**src/dtph_pkg.sv**
```systemverilog
`timescale 1ns / 1ps
// ----------------------------------------------------------------------------
// dtph_pkg - shared types for the photon histogrammer
// Item, result, command and configuration types, plus small helpers.
// ----------------------------------------------------------------------------
package dtph_pkg;

    // fixed field widths
    localparam int unsigned TW  = 24;   // event time width
    localparam int unsigned BWW = 16;   // bin width register width
    localparam int unsigned RBW = 10;   // read_bin / bin_hit width
    localparam int unsigned CW  = 32;   // counter width
    localparam int unsigned AW  = 48;   // absolute time width

    typedef enum logic [1:0] {
        ACT_PHOTON = 2'd0,
        ACT_NEXT   = 2'd1,
        ACT_READ   = 2'd2,
        ACT_CLEAR  = 2'd3
    } action_t;

    typedef enum logic [1:0] {
        CMD_NOP   = 2'd0,
        CMD_BIN   = 2'd1,
        CMD_READ  = 2'd2,
        CMD_CLEAR = 2'd3
    } cmd_kind_t;

    // register indexes (paddr[4:2])
    localparam logic [2:0] REG_CYCLE_PERIOD = 3'd0;
    localparam logic [2:0] REG_BIN_WIDTH    = 3'd1;
    localparam logic [2:0] REG_BINS_IN_USE  = 3'd2;
    localparam logic [2:0] REG_DEAD_TIME    = 3'd3;
    localparam logic [2:0] REG_PARALYZABLE  = 3'd4;
    localparam logic [2:0] REG_FIRST_ONLY   = 3'd5;

    typedef struct packed {
        logic [1:0]     action;
        logic [TW-1:0]  event_time;
        logic [RBW-1:0] read_bin;
    } item_t;

    typedef struct packed {
        logic           accepted;
        logic [RBW-1:0] bin_hit;
        logic [CW-1:0]  bin_count;
        logic [CW-1:0]  recorded_cycles;
    } result_t;

    typedef struct packed {
        logic [TW-1:0]  cycle_period;
        logic [BWW-1:0] bin_ticks;
        logic [10:0]    bins_in_use;
        logic [TW-1:0]  blind_ticks;
        logic           paralyzable;
        logic           first_only;
    } cfg_t;

    // classified work handed from front to back
    typedef struct packed {
        cmd_kind_t      kind;
        logic [TW-1:0]  t;
        logic [RBW-1:0] rb;
        logic           inc_hit;
    } cmd_t;

    function automatic logic [CW-1:0] sat_inc(input logic [CW-1:0] v);
        sat_inc = (v == '1) ? v : v + CW'(1);
    endfunction

endpackage

```
**src/dtph_cmdq.sv**
```systemverilog
`timescale 1ns / 1ps
// ----------------------------------------------------------------------------
// dtph_cmdq - two-entry command queue
// Decouples the classification front from the histogram back end.
// ----------------------------------------------------------------------------
module dtph_cmdq (
    input  logic           clk,
    input  logic           rst_n,
    input  logic           push,
    input  dtph_pkg::cmd_t wdata,
    output logic           full,
    input  logic           pop,
    output dtph_pkg::cmd_t rdata,
    output logic           not_empty
);
    import dtph_pkg::*;

    cmd_t       slot_reg [2];
    logic       wr_ptr_reg, wr_ptr_next;
    logic       rd_ptr_reg, rd_ptr_next;
    logic [1:0] cnt_reg, cnt_next;
    logic       do_push, do_pop;

    assign full      = (cnt_reg == 2'd2);
    assign not_empty = (cnt_reg != 2'd0);
    assign rdata     = slot_reg[rd_ptr_reg];
    assign do_push   = push && !full;
    assign do_pop    = pop && not_empty;

    // pointers and fill level
    always_comb
    begin
        wr_ptr_next = wr_ptr_reg ^ do_push;
        rd_ptr_next = rd_ptr_reg ^ do_pop;
        cnt_next    = cnt_reg + 2'(do_push) - 2'(do_pop);
    end

    always_ff @(posedge clk or negedge rst_n)
    begin
        if (!rst_n)
        begin
            wr_ptr_reg <= 1'b0;
            rd_ptr_reg <= 1'b0;
            cnt_reg    <= 2'd0;
        end
        else
        begin
            wr_ptr_reg <= wr_ptr_next;
            rd_ptr_reg <= rd_ptr_next;
            cnt_reg    <= cnt_next;
        end
    end

    always_ff @(posedge clk)
    begin
        if (do_push)
            slot_reg[wr_ptr_reg] <= wdata;
    end

endmodule

```
**config.mk**
```make
export PLATFORM = sky130hd
export DESIGN_NAME = dtph_cmdq
export DESIGN_NICKNAME = d
export VERILOG_FILES = /design/src/dtph_pkg.sv /design/src/dtph_cmdq.sv
export SDC_FILE = /design/constraint.sdc
export NUM_CORES = 1
export LEC_CHECK = 0
export ABC_AREA = 1
export BUFFER_PORTS_ARGS = -buffer_cell sky130_fd_sc_hd__buf_4
export CAP_MARGIN = 10
export CORE_MARGIN = 1
export CORE_UTILIZATION = 54
export CTS_BUF_LIST = sky130_fd_sc_hd__clkbuf_4
export DETAILED_ROUTE_END_ITERATION = 7
export PLACE_DENSITY = 0.82
export SYNTH_ARGS = -nofsm -noshare
export SYNTH_HDL_FRONTEND = slang
export SYNTH_SLANG_ARGS = --single-unit
```
**constraint.sdc**
```tcl
create_clock -name clk -period 3.22 [get_ports clk]
set_clock_uncertainty 0.2 [all_clocks]
set_input_delay 0.483 -clock clk [delete_from_list [all_inputs] [get_ports clk]]
set_output_delay 0.483 -clock clk [all_outputs]
set_load 0.02 [all_outputs]
```
# Word-level counts from Yosys, hierarchy flattened
# Memory sizes are Yosys's and may differ from the RTL's.
# Cells that the tools add are included.
# Widths: inputs -> output; s select.
[totals]
ff_bits = 4
mem_bits_rw = 74
input_bits = 41
output_inout_bits = 39
elab_cells = 15
mem_count = 1
[classes]
n_addsub = 2
eq_ne = 1
muxes = 2
bitwise = 2
n_reduce_logical = 4
[mem_list]
columns = ["memory", "depth", "width", "read_ports", "rd_clocked_by_memory_dff", "write_ports", "line_no", "text"]
rows = [
  ["slot_reg", 2, 37, 1, 0, 1, "dtph_cmdq.sv:18", "cmd_t slot_reg [2];"],
]
[op_table]
columns = ["cell", "n"]
rows = [
  ["$add 2x1->2", 1],
  ["$eq 2x2->1 const B", 1],
  ["$logic_and 1x1->1", 2],
  ["$mux 1", 2],
  ["$reduce_bool 2->1", 1],
  ["$sub 2x1->2", 1],
  ["$xor 1x1->1", 2],
  ["$logic_not 1->1", 1],
]

# Longest topological paths before layout
# Gate-level depths: netlist of the first run.
[depth]
word_depth = 5
ltp_mapped = 10
depth_no_buf = 10

# Least setup slack after synthesis of the first run
# Ideal clock, no wire load.
[synth_timing]
path_kind = "input to register"
startpoint = "in push"
endpoint = "mem slot_reg[1][0] (netlist name), enable pin"
setup_time_ns = 0.398
arrival_time_ns = 1.603
required_time_ns = 2.622
setup_slack_ns = 1.019
path_stages = 3
path_buffers = 0
cell_sequence = "o21ai_0 -> inv_1 -> ha_1"
[synth_via]
elab_chain_cells = 3
[synth_rtl]
columns = ["item", "line_no", "text"]
rows = [
  ["start: declaration", "dtph_cmdq.sv:9", "input logic push,"],
  ["$logic_and 1x1->1", "dtph_cmdq.sv:27", "assign do_push = push && !full;"],
  ["$mux 1", "dtph_cmdq.sv:56", "if (do_push)"],
  ["$mux 1 (implied by the code)", "dtph_cmdq.sv:57", "slot_reg[wr_ptr_reg] <= wdata;"],
  ["end: declaration", "dtph_cmdq.sv:18", ""],
]
# No other way between the ends.

==> results.ini, run 1 <==
[timing]
finalCritPeriodShare_pct=73.2
setup_viol=0
tightest_slew_ps=912
slew_headroom_pct=39.2
fin_setup_tns_ps=0
fmax_ghz=0.424
finalHoldViolCount=0
final.min_clock_period_ps=2360
rsz0062_at_grt=no
timing.final.ws_setup_ps=863
slew_viol_final=0

[global_route]
grt_antenna_before_repair=0
grt_max_degree=39
groute.usage.overall_pct=19.1
grt-ovfl-total=0
grt_pass1_wl_um=8140
grt_pass1_vias=1752

[placed_design]
port_buffers=79
gp_congestion=0.773
dp_hpwl_um=3260
pre_cts_ws_ps=1040

[clock_network]
hold_buffers=1
cts_tree=built
numCtsBuffers=9
post_cts_buffers=0
h-tree-depth=3
ctsResizeCount=0
cts.sinks=78
cts_root_buf=clkbuf_4
clk_pin_slew_ps=120
clk_latency_ps=410
clk_path_buf_depth=2

[pwr]
power.leakage_uw=0.00164
power_density_nw_per_um2=931
ir_drop_uv=564

[critical_path]
cp_data_required_time_ps=2540
end_kind=primary output
crit_path_max_fanout=38
setup.worst_path.start_class=flop
critPathKind=flop to primary output
arrival_ps=1670

[layout]
drive_gt1_share_pct=31.0
antennaDiodeCount=0
fill_cells=370
largest_reg_flops=74
syn_to_final_growth_pct=26.8
final_nets=353
post-route-util_pct=72.3

[yosys]
yosysSeqAreaShare_pct=78.7
synth_area_sq_um=2950
synth_fp_nets=269
synthCells=224
ys_types=12
avgSynthCellArea_sq_um=13.2
synth_warnings=0
synth-seq-cells=78

[die]
io_pins=80
die_w_um=75.9
start_util_pct=57.0
rows=26
coreArea_sq_um=5170
fp.dieH_um=75.9
dieArea_sq_um=5760

[routing]
drc=0
via_per_inst=4.79
drtAntennaViolNets=0
vias=1833
drt_iter0_drc=108
wl_per_cell_um=13.3
wirelength_um=5110
firstDrtPassIters=4

[outcome]
outcome=completed

[flow_run]
maxCapViolations=0

[worst_hold_path]
holdCritPathClass=primary input to flop

## worst max-delay path: stages (launching register included)
cell and delay (ps):
dfrtp_1 400, inv_2 490, nand2_1 140, nand2_1 100, buf_4 140
## Yosys cell counts
library cell  instances  area [sq um]
buf_2                 2          10.0
buf_4                 2          15.0
ha_1                  4          50.1
inv_1                 9          33.8
nand3_1               2          10.0
nor2_1                1          3.75
inv_2                 1          3.75
nand2_1             120           450
buf_6                 4          45.0
edfxtp_1             74          2220
o21ai_0               1          5.00
dfrtp_1               4           100
## cell usage in the layout, fill, tap and decap left out, drive strengths merged
| cell | n |
|---|---|
| nand2 | 120 |
| buf | 80 |
| edfxtp | 74 |
| inv | 10 |
| clkbuf | 9 |
| dfrtp | 4 |
| ha | 4 |
| clkinv | 4 |
| nand3 | 2 |
| bufinv | 2 |
| nor2 | 1 |
| o21ai | 1 |
| clkinvlp | 1 |
| dlygate4sd3 | 1 |
## power breakdown
| group | total (uW) | internal [uW] | switching [uW] |
|---|---|---|---|
| Sequential | 1450 | 1390 | 62.6 |
| Combinational | 1400 | 499 | 899 |
| Clock | 627 | 310 | 317 |
| Total | 3480 | 2200 | 1280 |
## cells by family after synthesis
kind of cell / synth area share [%]
AND/OR/NAND/NOR: 15.7
adder cells (fa/ha/maj): 1.70
buffers and inverters: 3.65
flip-flops: 78.7
AO/OA/AOI/OAI: 0.170
## layout make-up
cell class	count	area (sq um)	share of cell area [%]
clock buffer	9	67.6	1.81
clock inverter	7	88.8	2.38
inverter	10	37.5	1.00
multi-input combinational	128	524	14.0
sequential	78	2320	62.1
tap	70	87.6	2.34
timing repair buffer	81	611	16.3
## per-layer routing
metal,part of all wire [%],wire (um),global-route usage [%]
met3,4.7,242,3.73
met5,0,0,0
met2,51,2590,32.3
met4,2.4,125,11.0
met1,42,2150,23.0
## worst paths after layout
path | startpoint | endpoint | slack (ps) | cells after the start
max in group asynchronous | rst_n | wr_ptr_reg | 2500 | 2
worst min register to register | cnt_reg[0] | cnt_reg[0] | 390 | 1
worst max register to register | cnt_reg[1] | slot_reg[0][0] | 1140 | 4
min in group asynchronous | rst_n | cnt_reg[0] | 190 | 2
worst max-delay path | rd_ptr_reg | rdata[16] | 860 | 4
worst min-delay path | wdata[30] | slot_reg[0][30] | 50 | 1
## through the flow
step           cell area, sq um  power, uW  std cells  hold WS [ps]
2_1_floorplan              2950       2360        224         -12.6
3_3_place_gp               3570       2850        366          82.0
3_5_place_dp               3570       2890        366          84.4
4_1_cts                    3740       3510        383          24.7
5_1_grt                    3740       3680        383          16.9
6_report                   3740       3480        383          47.3
Power figures use the tool's default switching activity.
==> run 2, diff against run 1 <==
clock period = 2.3 ns   (was 3.22 ns; I/O delays follow)
==> run 2 against run 1 <==
  * Sequential share of layout area down 5.8 points
  * Hold slack improved by 19 ps
  * Final cell count rose by 11%
  * Setup slack lost 680 ps
  * Non-clock buffer count rose by 43
  * Global-route usage up 1.8 points
  * Utilization rose by 7.5 points
  * Sequential power rose by 40%
  * Routed wire length grew 11%
  * Die area stayed put
  * Cell area is 10% higher
  * Critical endpoint is now rdata[6]
==> results.ini, run 2 (synthesized netlist as in run 1, its figures left out) <==
[pwr]
p_sw_share_pct=37.4  ; +0.61 points
combPwrFrac_pct=42.5  ; +2.3 points
ir_drop_uv=778  ; +38%
power_density_nw_per_um2=1170  ; +26%
p_int_uw=3030  ; +38%
power.leakage_uw=0.00181  ; +10%
power_frac_clock_pct=15.4  ; -2.6 points
power_switching_uw=1800  ; +41%
p_seq_share_pct=42.1  ; +0.3 points

[clock_network]
clk_pin_slew_ps=100  ; -20 ps
clk_latency_ps=410  ; about the same
h-tree-depth=3  ; unchanged
cts.sinks=78  ; unchanged
numCtsBuffers=9  ; unchanged
cts_tree=built
clk_path_buf_depth=2  ; unchanged
cts_root_buf=clkbuf_4

[routing]
firstDrtPassIters=4  ; unchanged
drtAntennaViolNets=0  ; unchanged
drc=0  ; unchanged
wirelength_um=5660  ; +11%
vias=1990  ; +8.6%
via_per_inst=4.68  ; -2.2%
wl_per_cell_um=13.3  ; -0.17%
drt_iter0_drc=111  ; +2.8%

[critical_path]
path_cells=buf_4 -> nand2_1 -> nand2_1 -> buf_4
cp_data_required_time_ps=1750  ; -790 ps
arrival_ps=1580  ; -90 ps
critical-path-max-stage-delay_ps=400  ; -90 ps
setup.worst_path.start_class=flop
end_kind=primary output
crit_path_max_fanout=38  ; unchanged
cpLargestDelayFamily=buffers and inverters
cp_num_buf_inv=2  ; unchanged
critPathKind=flop to primary output
slowest_stage=dfrtp_1

[timing]
slew_headroom_pct=73.5  ; +34 points
fmax_ghz=0.471
setup_viol=0  ; unchanged
finalHoldViolCount=0  ; unchanged
fin_setup_tns_ps=0  ; unchanged
final.min_clock_period_ps=2120
slew_viol_final=0  ; unchanged
rsz0062_at_grt=no
finalCritPeriodShare_pct=92.2
holdWs_ps=66.4  ; +19.1 ps
tightest_slew_ps=398  ; -514 ps

[layout]
drive_gt1_share_pct=28.2  ; -2.8 points
final_common_cell=nand2_1
syn_to_final_growth_pct=39.8
final_nets=396  ; +12%
largest_reg_flops=74  ; unchanged
most-common-layout-cells=nand2_1 (120), buf_4 (85), edfxtp_1 (74)
antennaDiodeCount=0  ; unchanged
finalNonFillerCells=425  ; +11%

[worst_hold_path]
holdCritPathClass=primary input to async pin

[global_route]
grt-ovfl-total=0  ; unchanged
groute.usage.overall_pct=20.9  ; +1.8 points
grt_pass1_vias=1952  ; +11%
grt_pass1_wl_um=8920  ; +9.6%
grt_antenna_before_repair=0  ; unchanged
grt_max_degree=39  ; unchanged

[die]
rows=26  ; unchanged
io_pins=80  ; unchanged
start_util_pct=57.0  ; unchanged
die_w_um=75.9  ; unchanged
dieArea_sq_um=5760  ; unchanged
coreArea_sq_um=5170  ; unchanged
fp.dieH_um=75.9  ; unchanged

[placed_design]
numPlacedInstances=371  ; +1.4%
port_buffers=79  ; unchanged
gp_congestion=0.673  ; -13%
dp_hpwl_um=3260  ; +0.15%

[flow_run]
maxCapViolations=0  ; unchanged

[outcome]
outcome=completed

==> run 2: final cells by class <==
cell class	instances	area (sq um)
clock buffers	9	67.6
clock inverters	6	53.8
fillers	280	1050
inverters	10	40.0
multi-input cells	128	524
flip-flops and latches	78	2320
well taps	70	87.6
repair buffers	124	1030
==> run 2: routing by layer <==
| metal | up-vias | wire length, um | global-route usage (%) | part of all wire, % |
|---|---|---|---|---|
| met2 | 68 | 2990 | 35.5 | 53 |
| li1 | 997 | - | - | - |
| met4 | 0 | 167 | 11.3 | 3.0 |
| met5 | - | 0 | 0 | 0 |
| met1 | 911 | 2230 | 24.4 | 39 |
| met3 | 14 | 274 | 5.30 | 4.8 |
==> run 2: timing repair <==
| action | in CTS | in global routing |
|---|---|---|
| resized for setup | 0 | 2 |
| buffers inserted | 0 | 0 |
| endpoints found under the setup margin | 0 | 25 |
| endpoints found under the hold margin | 79 | 0 |
| hold buffers | 39 | 0 |
==> run 2: power groups by stage <==
stage	combinational (uW)	sequential, uW	clock (uW)
floorplan	1250	2050	0
global placement	1970	2050	0
detailed placement	1990	2060	0
CTS	2050	2030	751
global route	2240	2060	818
finish	2060	2030	745
==> run 2: path summary, 6_finish.rpt <==
kind,startpoint,slack [ps],depth (start not counted),to
max,rd_ptr_reg,180,4,rdata[6]
min,rst_n,70,2,cnt_reg[1]
max reg2reg,cnt_reg[1],590,5,slot_reg[1][34]
min reg2reg,cnt_reg[1],390,3,cnt_reg[1]
max in group asynchronous,rst_n,1730,2,wr_ptr_reg
min in group clk,push,230,5,wr_ptr_reg
==> run 2: worst register-to-register path, delay by kind of cell (launching register included) <==
family / cells / cell delay [ps]
buf+inv: 3 / 500
flops: 1 / 390
fa+ha+maj: 1 / 180
compound gates: 1 / 130
==> run 2: stage by stage <==
stage	total power, uW	setup slack [ps]	area, sq um	util (%)
after global placement	4020	567	3610	69.8
after CTS	4830	105	4120	79.7
after detailed placement	4060	568	3610	69.8
after floorplan	3300	129	2950	-
after global routing	5120	50.1	4120	79.7
final	4830	179	4120	79.7
