**config.mk**
```make
export PLATFORM = sky130hd
export DESIGN_NAME = dtph_front
export DESIGN_NICKNAME = d
export VERILOG_FILES = /design/src/dtph_pkg.sv /design/src/dtph_front.sv
export SDC_FILE = /design/constraint.sdc
export NUM_CORES = 1
export LEC_CHECK = 0
export ABC_CLOCK_PERIOD_IN_PS = 3000
export BUFFER_PORTS_ARGS = -buffer_cell sky130_fd_sc_hd__buf_4
export CORE_ASPECT_RATIO = 1.1
export CORE_MARGIN = 5
export CORE_UTILIZATION = 50
export CTS_BUF_LIST = sky130_fd_sc_hd__clkbuf_2 sky130_fd_sc_hd__clkbuf_4 sky130_fd_sc_hd__clkbuf_8
export CTS_CLUSTER_DIAMETER = 120
export DETAILED_ROUTE_END_ITERATION = 6
export HOLD_SLACK_MARGIN = 0.1
export PLACE_DENSITY = 0.8
export SYNTH_ARGS = -nofsm -noshare
export SYNTH_HDL_FRONTEND = slang
export SYNTH_SLANG_ARGS = --single-unit
```
**constraint.sdc**
```tcl
create_clock -name clk -period 3 [get_ports clk]
set_input_delay 0.6 -clock clk [delete_from_list [all_inputs] [get_ports clk]]
set_output_delay 0.6 -clock clk [all_outputs]
set_load 0.02 [all_outputs]
```
**src/dtph_pkg.sv**
```systemverilog
`timescale 1ns / 1ps
// ----------------------------------------------------------------------------
// dtph_pkg - shared types for the photon histogrammer
// Item, result, command and configuration types, plus small helpers.
// ----------------------------------------------------------------------------
package dtph_pkg;

    // fixed field widths
    localparam int unsigned TW  = 24;   // event time width
    localparam int unsigned BWW = 16;   // bin width register width
    localparam int unsigned RBW = 10;   // read_bin / bin_hit width
    localparam int unsigned CW  = 32;   // counter width
    localparam int unsigned AW  = 48;   // absolute time width

    typedef enum logic [1:0] {
        ACT_PHOTON = 2'd0,
        ACT_NEXT   = 2'd1,
        ACT_READ   = 2'd2,
        ACT_CLEAR  = 2'd3
    } action_t;

    typedef enum logic [1:0] {
        CMD_NOP   = 2'd0,
        CMD_BIN   = 2'd1,
        CMD_READ  = 2'd2,
        CMD_CLEAR = 2'd3
    } cmd_kind_t;

    // register indexes (paddr[4:2])
    localparam logic [2:0] REG_CYCLE_PERIOD = 3'd0;
    localparam logic [2:0] REG_BIN_WIDTH    = 3'd1;
    localparam logic [2:0] REG_BINS_IN_USE  = 3'd2;
    localparam logic [2:0] REG_DEAD_TIME    = 3'd3;
    localparam logic [2:0] REG_PARALYZABLE  = 3'd4;
    localparam logic [2:0] REG_FIRST_ONLY   = 3'd5;

    typedef struct packed {
        logic [1:0]     action;
        logic [TW-1:0]  event_time;
        logic [RBW-1:0] read_bin;
    } item_t;

    typedef struct packed {
        logic           accepted;
        logic [RBW-1:0] bin_hit;
        logic [CW-1:0]  bin_count;
        logic [CW-1:0]  recorded_cycles;
    } result_t;

    typedef struct packed {
        logic [TW-1:0]  cycle_period;
        logic [BWW-1:0] bin_ticks;
        logic [10:0]    bins_in_use;
        logic [TW-1:0]  blind_ticks;
        logic           paralyzable;
        logic           first_only;
    } cfg_t;

    // classified work handed from front to back
    typedef struct packed {
        cmd_kind_t      kind;
        logic [TW-1:0]  t;
        logic [RBW-1:0] rb;
        logic           inc_hit;
    } cmd_t;

    function automatic logic [CW-1:0] sat_inc(input logic [CW-1:0] v);
        sat_inc = (v == '1) ? v : v + CW'(1);
    endfunction

endpackage

```
**src/dtph_front.sv**
```systemverilog
`timescale 1ns / 1ps
// ----------------------------------------------------------------------------
// dtph_front - item intake and dead-time classification
// Tracks cycle base, dead-time window and per-cycle detection; issues
// commands into the queue.
// ----------------------------------------------------------------------------
module dtph_front #(
    parameter int unsigned TIME_BITS = 24
) (
    input  logic           clk,
    input  logic           rst_n,
    input  dtph_pkg::cfg_t cfg,
    input  logic           init_busy,
    input  logic           item_valid,
    output logic           item_ready,
    input  dtph_pkg::item_t item,
    output logic           q_push,
    output dtph_pkg::cmd_t q_data,
    input  logic           q_full
);
    import dtph_pkg::*;

    localparam logic [TW-1:0] T_MASK = TW'((65'd1 << TIME_BITS) - 65'd1);

    typedef enum logic [2:0] {
        F_IDLE  = 3'b001,
        F_CALC  = 3'b010,
        F_ISSUE = 3'b100
    } fstate_t;

    fstate_t        state_reg, state_next;
    logic [1:0]     act_reg, act_next;
    logic [TW-1:0]  t_reg, t_next;
    logic [RBW-1:0] rb_reg, rb_next;
    logic [AW-1:0]  abs_reg, abs_next;
    logic           late_reg, late_next;
    logic [AW-1:0]  base_reg, base_next;
    logic [AW-1:0]  ready_time_reg, ready_time_next;
    logic           det_reg, det_next;

    logic [TW-1:0]  period;
    logic [AW-1:0]  abs_plus_dt;
    logic           lost;

    assign period      = cfg.cycle_period & T_MASK;
    assign abs_plus_dt = abs_reg + AW'(cfg.blind_ticks);
    assign lost        = (cfg.blind_ticks != '0) && (abs_reg < ready_time_reg);
    assign item_ready  = (state_reg == F_IDLE) && !init_busy;

    // sequencing and classification
    always_comb
    begin
        state_next      = state_reg;
        act_next        = act_reg;
        t_next          = t_reg;
        rb_next         = rb_reg;
        abs_next        = abs_reg;
        late_next       = late_reg;
        base_next       = base_reg;
        ready_time_next = ready_time_reg;
        det_next        = det_reg;
        q_push          = 1'b0;
        q_data.kind     = CMD_NOP;
        q_data.t        = t_reg;
        q_data.rb       = rb_reg;
        q_data.inc_hit  = 1'b0;
        case (state_reg)
            F_IDLE:
            begin
                if (item_valid && item_ready)
                begin
                    act_next   = item.action;
                    t_next     = item.event_time & T_MASK;
                    rb_next    = item.read_bin;
                    state_next = F_CALC;
                end
            end
            F_CALC:
            begin
                abs_next   = base_reg + AW'(t_reg);
                late_next  = (t_reg >= period);
                state_next = F_ISSUE;
            end
            F_ISSUE:
            begin
                if (!q_full)
                begin
                    q_push     = 1'b1;
                    state_next = F_IDLE;
                    case (act_reg)
                        ACT_PHOTON:
                        begin
                            if (!late_reg)
                            begin
                                if (lost)
                                begin
                                    if (cfg.paralyzable)
                                        ready_time_next = abs_plus_dt;
                                end
                                else
                                begin
                                    ready_time_next = abs_plus_dt;
                                    if (!cfg.first_only || !det_reg)
                                    begin
                                        q_data.kind    = CMD_BIN;
                                        q_data.inc_hit = !det_reg;
                                        det_next       = 1'b1;
                                    end
                                end
                            end
                        end
                        ACT_NEXT:
                        begin
                            base_next = base_reg + AW'(period);
                            det_next  = 1'b0;
                        end
                        ACT_READ:  q_data.kind = CMD_READ;
                        ACT_CLEAR: q_data.kind = CMD_CLEAR;
                        default:   q_data.kind = CMD_NOP;
                    endcase
                end
            end
            default: state_next = F_IDLE;
        endcase
    end

    always_ff @(posedge clk or negedge rst_n)
    begin
        if (!rst_n)
        begin
            state_reg      <= F_IDLE;
            base_reg       <= '0;
            ready_time_reg <= '0;
            det_reg        <= 1'b0;
        end
        else
        begin
            state_reg      <= state_next;
            base_reg       <= base_next;
            ready_time_reg <= ready_time_next;
            det_reg        <= det_next;
        end
    end

    // item payload
    always_ff @(posedge clk)
    begin
        act_reg  <= act_next;
        t_reg    <= t_next;
        rb_reg   <= rb_next;
        abs_reg  <= abs_next;
        late_reg <= late_next;
    end

endmodule

```
**After elaboration in Yosys (flattened, before gate mapping)**

Index checks and enable logic that the tools add are counted.

- Logic and storage cells: 66
- Output and inout port bits: 39
- Input bits: 118
- Bits in registers: 185

- Multiplexer cells: 23
- Bitwise gates (word level): 2
- Magnitude comparators: 2
- Reductions and logical operators: 15
- $add $sub $neg: 3
- Equal/unequal tests: 12

Operators by type and width:

| kind | number |
|---|---|
| 48-bit by 24-bit adder with 48-bit output | 3 |
| 48-bit two-way mux | 2 |
| 48-bit less-than comparator | 1 |
| 24-bit >= comparator | 1 |
| 24-bit nonzero test | 1 |
| 1-bit two-way mux | 14 |
| 2-bit != test (second input constant) | 5 |
| 3-bit one-hot mux with 3 select lines | 1 |
| 3-bit two-way mux | 2 |
| 2-bit one-hot mux with 3 select lines | 1 |
| 6-bit AND reduction | 1 |
| 5-bit AND reduction | 1 |
| 2-bit equality test (second input constant) | 2 |
| 2-bit two-way mux | 2 |
| 2-bit AND reduction | 2 |
| 3-bit by 1-bit equality test with 1-bit output (second input constant) | 1 |
| 3-bit by 2-bit equality test with 1-bit output (second input constant) | 1 |
| 3-bit equality test (second input constant) | 1 |
| 1-bit logical AND | 3 |
| 1-bit logical NOT | 3 |
| 3-bit AND reduction | 1 |
| 2-bit by 1-bit equality test with 1-bit output (second input constant) | 1 |
| 2-bit logical NOT | 1 |
| 2-bit by 1-bit != test with 1-bit output (second input constant) | 1 |
| other kinds (4) | 5 |

**Longest topological paths before layout**

Gate-level depths: netlist of run 1.

- Word-level depth: 8
- Depth in mapped cells: 13
- Mapped depth without buffers: 12

**Least setup slack after synthesis of run 1**

Ideal clock, no wire load.

- Path kind: register to register
- From: register state_reg[2]
- To: register abs_reg[0], enable pin
- Buffers on the path: 0
- Setup slack: -54 ps
- Arrival time: 2599 ps
- Period minus slack after synthesis: 3054 ps
- Cell stages (with the launch flop): 3
- Required time: 2544 ps
- Setup time: 456 ps
- Cells stage by stage: dfrtp_1 -> nand2b_1 -> nor2_1

- Longest elaborated chain between the ends: 1

Ends and longest elaborated chain:

| item | RTL line | RTL |
|---|---|---|
| start: declaration | dtph_front.sv:31 | `fstate_t state_reg, state_next;` |
| start signal: assignment | dtph_front.sv:138 | `state_reg <= state_next;` |
| 3-bit by 2-bit equality test with 1-bit output | dtph_front.sv:67 | `case (state_reg)` |
| end signal: assignment | dtph_front.sv:151 | `abs_reg <= abs_next;` |
| end: declaration | dtph_front.sv:35 | `logic [AW-1:0] abs_reg, abs_next;` |

Every way passes these cells.
A chain may end at the register's enable or synchronous reset.

==> results of run 1 <==
-- worst max-delay path by stage --
stage          slack, ns         end  depth (start not counted)         from
3_5_place_dp       -0.80  q_data[35]                         12       cfg[3]
6_report           -0.47   q_data[0]                         13  abs_reg[29]
5_1_grt            -0.58   q_data[0]                         11  abs_reg[30]
3_3_place_gp       -0.77  q_data[35]                         12       cfg[3]
4_1_cts            -0.43  q_data[35]                         10  abs_reg[31]
2_1_floorplan       0.03  q_data[35]                          9  abs_reg[31]
-- logic make-up after synthesis --
kind of cell,share of synthesized area
AOI/OAI and AO/OA,0.1476
xor gates and xnor gates,0.09104
adders and majority gates,0.1467
buffers and inverters,0.04309
DFF,0.4012
muxes,0.04001
and+or+nand+nor,0.1303
-- through the flow --
step | cells | TNS (ns)
after floorplan | 1269 | 0
after detailed placement | 1797 | -23.57
after CTS | 1838 | -0.8678
final | 1854 | -9.407
after global routing | 1854 | -14.87
after global placement | 1797 | -20.30
-- synth_stat cells (4+ instances only) --
master / count / area [sq um]
nand3_1: 25 / 125.1
nand2_1: 90 / 337.8
inv_1: 99 / 371.6
ha_1: 143 / 1789
a21oi_1: 80 / 400.4
nor2_1: 85 / 319.1
xor2_1: 57 / 499.2
nor2b_1: 9 / 56.30
nand2b_1: 11 / 68.82
buf_2: 7 / 35.03
o21a_1: 5 / 37.54
xnor2_1: 74 / 648.1
o31ai_1: 5 / 37.54
mux2i_1: 38 / 380.4
nor3b_1: 4 / 30.03
edfxtp_1: 85 / 2552
nor4_1: 8 / 50.05
mux2_1: 8 / 90.09
o21bai_1: 6 / 45.04
and2_1: 10 / 62.56
clkbuf_1: 22 / 82.58
nor3_1: 16 / 80.08
o21ai_0: 47 / 235.2
o211ai_1: 15 / 112.6
a31oi_1: 12 / 75.07
o21ai_1: 18 / 90.09
a21o_1: 60 / 450.4
and3_1: 27 / 168.9
and4_1: 6 / 52.55
dfrtp_1: 99 / 2477
nand4_1: 29 / 181.4
-- power by group through the flow --
stage	Sequential (mW)	Clock, mW	Combinational, mW
after global placement	2.88	0	1.07
after floorplan	2.89	0	0.650
after CTS	2.83	1.78	1.15
after detailed placement	2.88	0	1.12
after global routing	2.84	1.90	1.32
final	2.83	1.77	1.19
-- layer usage --
| metal | vias to the layer above | routed length [microns] |
|---|---|---|
| li1 | 5063 | - |
| met1 | 4993 | 13630 |
| met2 | 315 | 15800 |
| met3 | 72 | 1447 |
| met4 | 0 | 903 |
| met5 | - | 0 |
-- area by class of cell --
cell class	instances	area (sq um)	area share
clock inverters	14	168.9	0.01071
inverters	102	384.1	0.02435
clock buffers	18	241.5	0.01531
multi-input cells	948	7375	0.4674
flip-flops and latches	185	5056	0.3205
well taps	315	394.1	0.02498
repair buffers	272	2157	0.1367
-- critical path: stages, from the launching register on --
cell and delay [ns]:
edfxtp_1 0.47, ha_4 0.26, buf_6 0.11, a21o_1 0.17, a21o_1 0.20, a21oi_4 0.20
o31ai_4 0.09, o21ai_2 0.14, o211ai_1 0.12, o21a_2 0.18, nand3b_1 0.15, buf_4 0.14
nor3_2 0.03, buf_4 0.16
-- timing repair --
item                                   4_1_cts  5_1_grt
gates resized for setup                     22       75
pin swaps                                   25       20
hold buffers                                 1        0
setup endpoints to repair                   47       72
endpoints found under the hold margin        6        0
gates cloned                                 0        3
buffers inserted                             8       13
==> key figures, run 1 <==
Status
  – Status: finished with violations
  – Failing checks: negative setup slack

Die
  – Die Y: 176.5 microns
  – Die ar.: 28480 sq um
  – Ports: 157
  – CORE AREA: 25030 sq um
  – Die W: 161.4 microns
  – Rows: 61
  – Starting Density: 0.5034

Timing
  – Max Freq: 288.2 MHz
  – Hold slack: 0.3064 ns
  – Worst-margin pin slew: 0.6294 ns
  – Slew headroom: 0.5804
  – Slew Viols, Final: 0
  – Fin Clk Skew: 0.02157 ns
  – Final period utilization: 1.157
  – Min cycle time layout: 3.470 ns
  – Unrepaired setup endpoints after global routing: true
  – Final setup vio count: 50
  – Final Hold Fails: 0
  – Worst setup margin: -0.4696 ns

Layout
  – Diode count: 0
  – P&R area growth vs syn: 25.19%
  – Finished Cell Area: 15780 sq um
  – Layout fillers: 1898
  – Finished Core Util: 0.6302
  – Commonest non-fill, non-tap cell in the layout: buf_4
  – Nets: 1790
  – Most frequent cells in the layout: 253 x buf_4, 136 x ha_1, 99 x dfrtp_1
  – Share of cells above drive strength 1: 0.2502

Route
  – Vias per cell: 5.633
  – WL final: 31.79 mm
  – Antenna Nets Post-Route: 0
  – Via count of the routed design: 10443
  – DRC: 0
  – WL/cell: 17.15 microns
  – Drt pass-1 iters: 6
  – DRT iter0 DRCs: 622

Power
  – Clock Power Share: 0.305
  – Psw: 1.627 mW
  – Power Total: 5.789 mW
  – Combinational group share of total power: 0.206
  – Power per Cell Area: 366.9 nW/um^2
  – Max VDD drop: 0.3135 mV
  – Sw frac: 0.2811
  – Internal power: 4.162 mW
  – Sequential share of power: 0.489
  – P_leak: 7.768 nW

Min path
  – Min-delay worst type: in2reg
  – Worst hold path depth: 1
  – Worst hold endpoint: rb_reg[6]
  – Hold wc startpoint: item[6]

Clocking
  – CTS H-tree depth: 4
  – Max clock buf depth: 2
  – # clock sinks: 185
  – CTS Buf Count: 17
  – CTS tree: done
  – Clock Pin Slew Worst Setup and Hold Paths: 0.10 ns
  – Clk_lat worst skew: 0.47 ns
  – Clock Tree Root: clkbuf_8

Logic synthesis
  – Post-synth EDFFs: 85
  – Yosys warning count: 0
  – Post-synth cell types: 72
  – Dominant register cell in the synthesized netlist: dfrtp_1
  – Cells after synthesis: 1269
  – Mapped Avg Cell Area: 9.931 sq um
  – FF+latch count, synth: 185
  – Sequential share of the synthesized area: 0.4012
  – Cell Area, Synth: 12600 sq um
  – Fraction of registers with async set/reset: 0.5405
  – Syn nets: 1533

Global routing
  – Total GRT Usage: 0.2144
  – Met2 Use GR: 0.3723
  – GR Util met3: 0.02965
  – Number of global-route vias before repair: 10463
  – GR Layer Usage met1: 0.2778
  – First-pass GRT wire length: 50.00 mm
  – Remaining global-route overflow: 0
  – Initial antenna violation count: 0
  – Largest net degree at the start of global routing: 50
  – Layer with the highest usage: met2

Placement
  – DP Worst Slack: -0.8039 ns
  – Placed cell areas: 14750 sq um
  – Buffers added on ports: 129
  – Final RePlAce weighted congestion: 0.9326
  – DP HPWL: 23.77 mm

Worst setup path
  – R2R Path Start: abs_reg[29]
  – WS Path Type: reg2out
  – CP arrival: 2.87 ns
  – Reg-to-Reg End: ready_time_reg[9]
  – Critical-path maximum fanout: 3
  – Startpoint types: flop
  – Setup crit end kind: output port
  – Critical Path RT: 2.40 ns
  – R2r worst-path depth: 15
  – Worst R2R Setup Slack: -0.24 ns

Flow run
  – Max cap viols: 0
No activity file was read; power rests on OpenSTA's default activity.
==> run 2: changes to the inputs <==
--- a/config.mk
+++ b/config.mk
@@ -9,12 +9,13 @@
 export BUFFER_PORTS_ARGS = -buffer_cell sky130_fd_sc_hd__buf_4
 export CORE_ASPECT_RATIO = 1.1
 export CORE_MARGIN = 5
-export CORE_UTILIZATION = 50
+export CORE_UTILIZATION = 55
 export CTS_BUF_LIST = sky130_fd_sc_hd__clkbuf_2 sky130_fd_sc_hd__clkbuf_4 sky130_fd_sc_hd__clkbuf_8
 export CTS_CLUSTER_DIAMETER = 120
 export DETAILED_ROUTE_END_ITERATION = 6
+export GPL_ROUTABILITY_DRIVEN = 0
 export HOLD_SLACK_MARGIN = 0.1
-export PLACE_DENSITY = 0.8
+export PLACE_DENSITY = 0.79
 export SYNTH_ARGS = -nofsm -noshare
 export SYNTH_HDL_FRONTEND = slang
 export SYNTH_SLANG_ARGS = --single-unit
==> run 2 against run 1 <==
Net effect:
- the run still ends with negative setup slack left
- flip-flop and latch count is the same
- count of clock-buffer cells in the layout grew 1
- sequential power is essentially flat
- register-to-register slack gained 0.16 ns
- clock skew shrank 0.0026 ns
- utilization grew 5.9 points
- power shrank 2.7%
- combinational power is essentially flat
- sequential share of layout area grew 0.25 points
- critical endpoint is now q_data[35]
- routed wire length shrank 1.7%
- maximum frequency shrank 2.2%
- worst setup slack lost 0.078 ns
==> key figures, run 2 (synthesis gave the netlist of run 1 again) <==
Status
  – Status: finished with violations
  – Failing checks: negative setup slack

Timing
  – Worst setup margin: -0.5478 ns (-0.07819 ns)
  – Worst-margin pin slew: 0.6907 ns (+0.06128 ns)
  – Unrepaired setup endpoints after global routing: true
  – Min cycle time layout: 3.548 ns (+0.07819 ns)
  – Slew headroom: 0.5395 (-0.04085)
  – Final period utilization: 1.183 (+0.02606)
  – Hold slack: 0.1566 ns (-0.1498 ns)
  – Fin Clk Skew: 0.01893 ns (-0.002634 ns)
  – Final setup vio count: 43 (-14%)
  – Slew Viols, Final: 0 (unchanged)
  – Max Freq: 281.9 MHz (-2.2%)
  – Setup TNS: -2.646 ns (+6.762 ns)
  – Final Hold Fails: 0 (unchanged)

Layout
  – Diode count: 0 (unchanged)
  – Commonest non-fill, non-tap cell in the layout: buf_4
  – Most frequent cells in the layout: 249 x buf_4, 138 x ha_1, 99 x dfrtp_1
  – Finished Cell Area: 15650 sq um (-0.79%)
  – Share of cells above drive strength 1: 0.2385 (-0.01170)
  – Nets: 1790 (unchanged)
  – Non-filler cells, final: 1839 (-0.81%)
  – P&R area growth vs syn: 24.21%

Route
  – Antenna Nets Post-Route: 0 (unchanged)
  – WL final: 31.26 mm (-1.7%)
  – WL/cell: 17.00 microns (-0.85%)
  – DRC: 0 (unchanged)
  – Via count of the routed design: 10374 (-0.66%)
  – DRT iter0 DRCs: 704 (+13%)
  – Drt pass-1 iters: 5 (-1)
  – Vias per cell: 5.641 (+0.15%)

Clocking
  – # clock sinks: 185 (unchanged)
  – CTS Buf Count: 17 (unchanged)
  – Clock Tree Root: clkbuf_8
  – Clk_lat worst skew: 0.48 ns (about the same)
  – CTS H-tree depth: 4 (unchanged)
  – Max clock buf depth: 2 (unchanged)
  – Clock Pin Slew Worst Setup and Hold Paths: 0.09 ns (about the same)
  – Hold buffer count at cts: 0 (-1)
  – CTS tree: done

Die
  – CORE AREA: 22710 sq um (-9.3%)
  – Rows: 58 (-4.9%)
  – Die Y: 168.8 microns (-4.4%)
  – Die W: 154.3 microns (-4.4%)
  – Ports: 157 (unchanged)
  – Starting Density: 0.5548 (+0.05141)
  – Die ar.: 26040 sq um (-8.6%)

Power
  – Max VDD drop: 0.2782 mV (-11%)
  – Combinational group share of total power: 0.209 (+0.003)
  – Internal power: 4.015 mW (-3.5%)
  – Psw: 1.617 mW (-0.62%)
  – Clock Power Share: 0.288 (-0.017)
  – P_leak: 7.779 nW (+0.14%)
  – Sequential share of power: 0.503 (+0.014)
  – Sw frac: 0.2872 (+0.006061)
  – Power per Cell Area: 359.8 nW/um^2 (-1.9%)

Worst setup path
  – Instance count on the critical path: 10 (-3)
  – Setup crit end kind: output port
  – Critical Path RT: 2.40 ns (about the same)
  – Crit path max-delay family: compound AO/OA/AOI/OAI gates
  – Slowest cell on the critical path: edfxtp_1
  – Worst path max stage delay: 0.47 ns (about the same)
  – Reg-to-Reg End: ready_time_reg[25]
  – WS Path Type: reg2out
  – CP startpoint: abs_reg[27]
  – R2R Path Start: abs_reg[25]
  – Critical-path maximum fanout: 3 (unchanged)
  – R2r worst-path depth: 14 (-1)
  – Worst R2R Setup Slack: -0.08 ns (+0.16 ns)
  – Buffers & Inverters on Critical Path: 1 (-2)
  – Startpoint types: flop
  – CP arrival: 2.95 ns (+0.08 ns)
  – Setup crit end: q_data[35]
  – Crit path cell chain: ha_4 -> nand4_1 -> or2_1 -> o31ai_1 -> o21ai_1 -> o211ai_1 -> o21a_1 -> nand3b_1 -> o31ai_2 -> buf_4

Placement
  – DP HPWL: 23.50 mm (-1.1%)
  – Buffers added on ports: 129 (unchanged)
  – Placed cell areas: 14750 sq um (about the same)
  – Placed cells: 1783 (-0.78%)

Min path
  – Min-delay worst type: in2async

Global routing
  – Remaining global-route overflow: 0 (unchanged)
  – First-pass GRT wire length: 49.98 mm (about the same)
  – Initial antenna violation count: 0 (unchanged)
  – Total GRT Usage: 0.2326 (+0.01816)
  – Number of global-route vias before repair: 10566 (+0.98%)
  – Largest net degree at the start of global routing: 49 (-2.0%)

Flow run
  – Max cap viols: 0 (unchanged)
run 2: worst min path at each step:
stage | from | end | slack [ns] | cells past startpoint
2_1_floorplan | rst_n | base_reg[0] | 0.30 | 0
3_3_place_gp | ready_time_reg[43] | ready_time_reg[43] | 0.47 | 1
3_5_place_dp | ready_time_reg[31] | ready_time_reg[31] | 0.48 | 1
4_1_cts | rst_n | base_reg[8] | 0.15 | 1
5_1_grt | rst_n | base_reg[8] | 0.19 | 1
6_report | rst_n | base_reg[8] | 0.16 | 1
run 2: power groups by stage:
stage / registers, mW / clock network, mW / logic, mW
after CTS: 2.83 / 1.65 / 1.13
after detailed placement: 2.88 / 0 / 1.11
final: 2.83 / 1.62 / 1.18
after global routing: 2.84 / 1.77 / 1.31
after floorplan: 2.89 / 0 / 0.650
after global placement: 2.88 / 0 / 1.07
run 2: what timing repair did:
item	4_1_cts	5_1_grt
pin swaps	15	20
buffers inserted	3	17
gates resized for setup	11	63
endpoints found under the setup margin	49	79
gates cloned	0	4
run 2: worst reg2reg max path: stages, from the launching register on:
cell and delay, ns:
edfxtp_1 0.43, ha_1 0.34, a21o_1 0.17, a21o_1 0.18, a21oi_1 0.24, o22ai_1 0.13, o21ai_1 0.19, o211ai_1 0.11
o21a_1 0.18, buf_4 0.15, buf_6 0.11, o21ai_4 0.15, buf_12 0.15, buf_12 0.14, mux2_4 0.31
run 2: area by class of cell:
cell class | instances | area [sq um]
well taps | 300 | 375.4
inverters | 102 | 384.1
flip-flops and latches | 185 | 5056
clock inverters | 13 | 118.9
clock buffers | 19 | 255.2
fillers | 1666 | 7062
multi-input cells | 948 | 7247
repair buffers | 272 | 2216
run 2: through the flow:
| step | power [mW] | utilization | setup slack [ns] |
|---|---|---|---|
| final | 5.632 | 0.6891 | -0.5478 |
| after global placement | 3.948 | 0.6492 | -0.7004 |
| after floorplan | 3.537 | - | 0.03400 |
| after CTS | 5.610 | 0.6699 | -0.4637 |
| after detailed placement | 3.994 | 0.6492 | -0.7341 |
| after global routing | 5.917 | 0.6891 | -0.7511 |
run 2: per-layer routing:
layer,global-route usage,up-vias,part of all wire
met5,0,-,0
met1,0.3092,4938,0.44
met4,0.05837,0,0.016
met2,0.4018,318,0.49
met3,0.03401,50,0.052
li1,-,5068,-
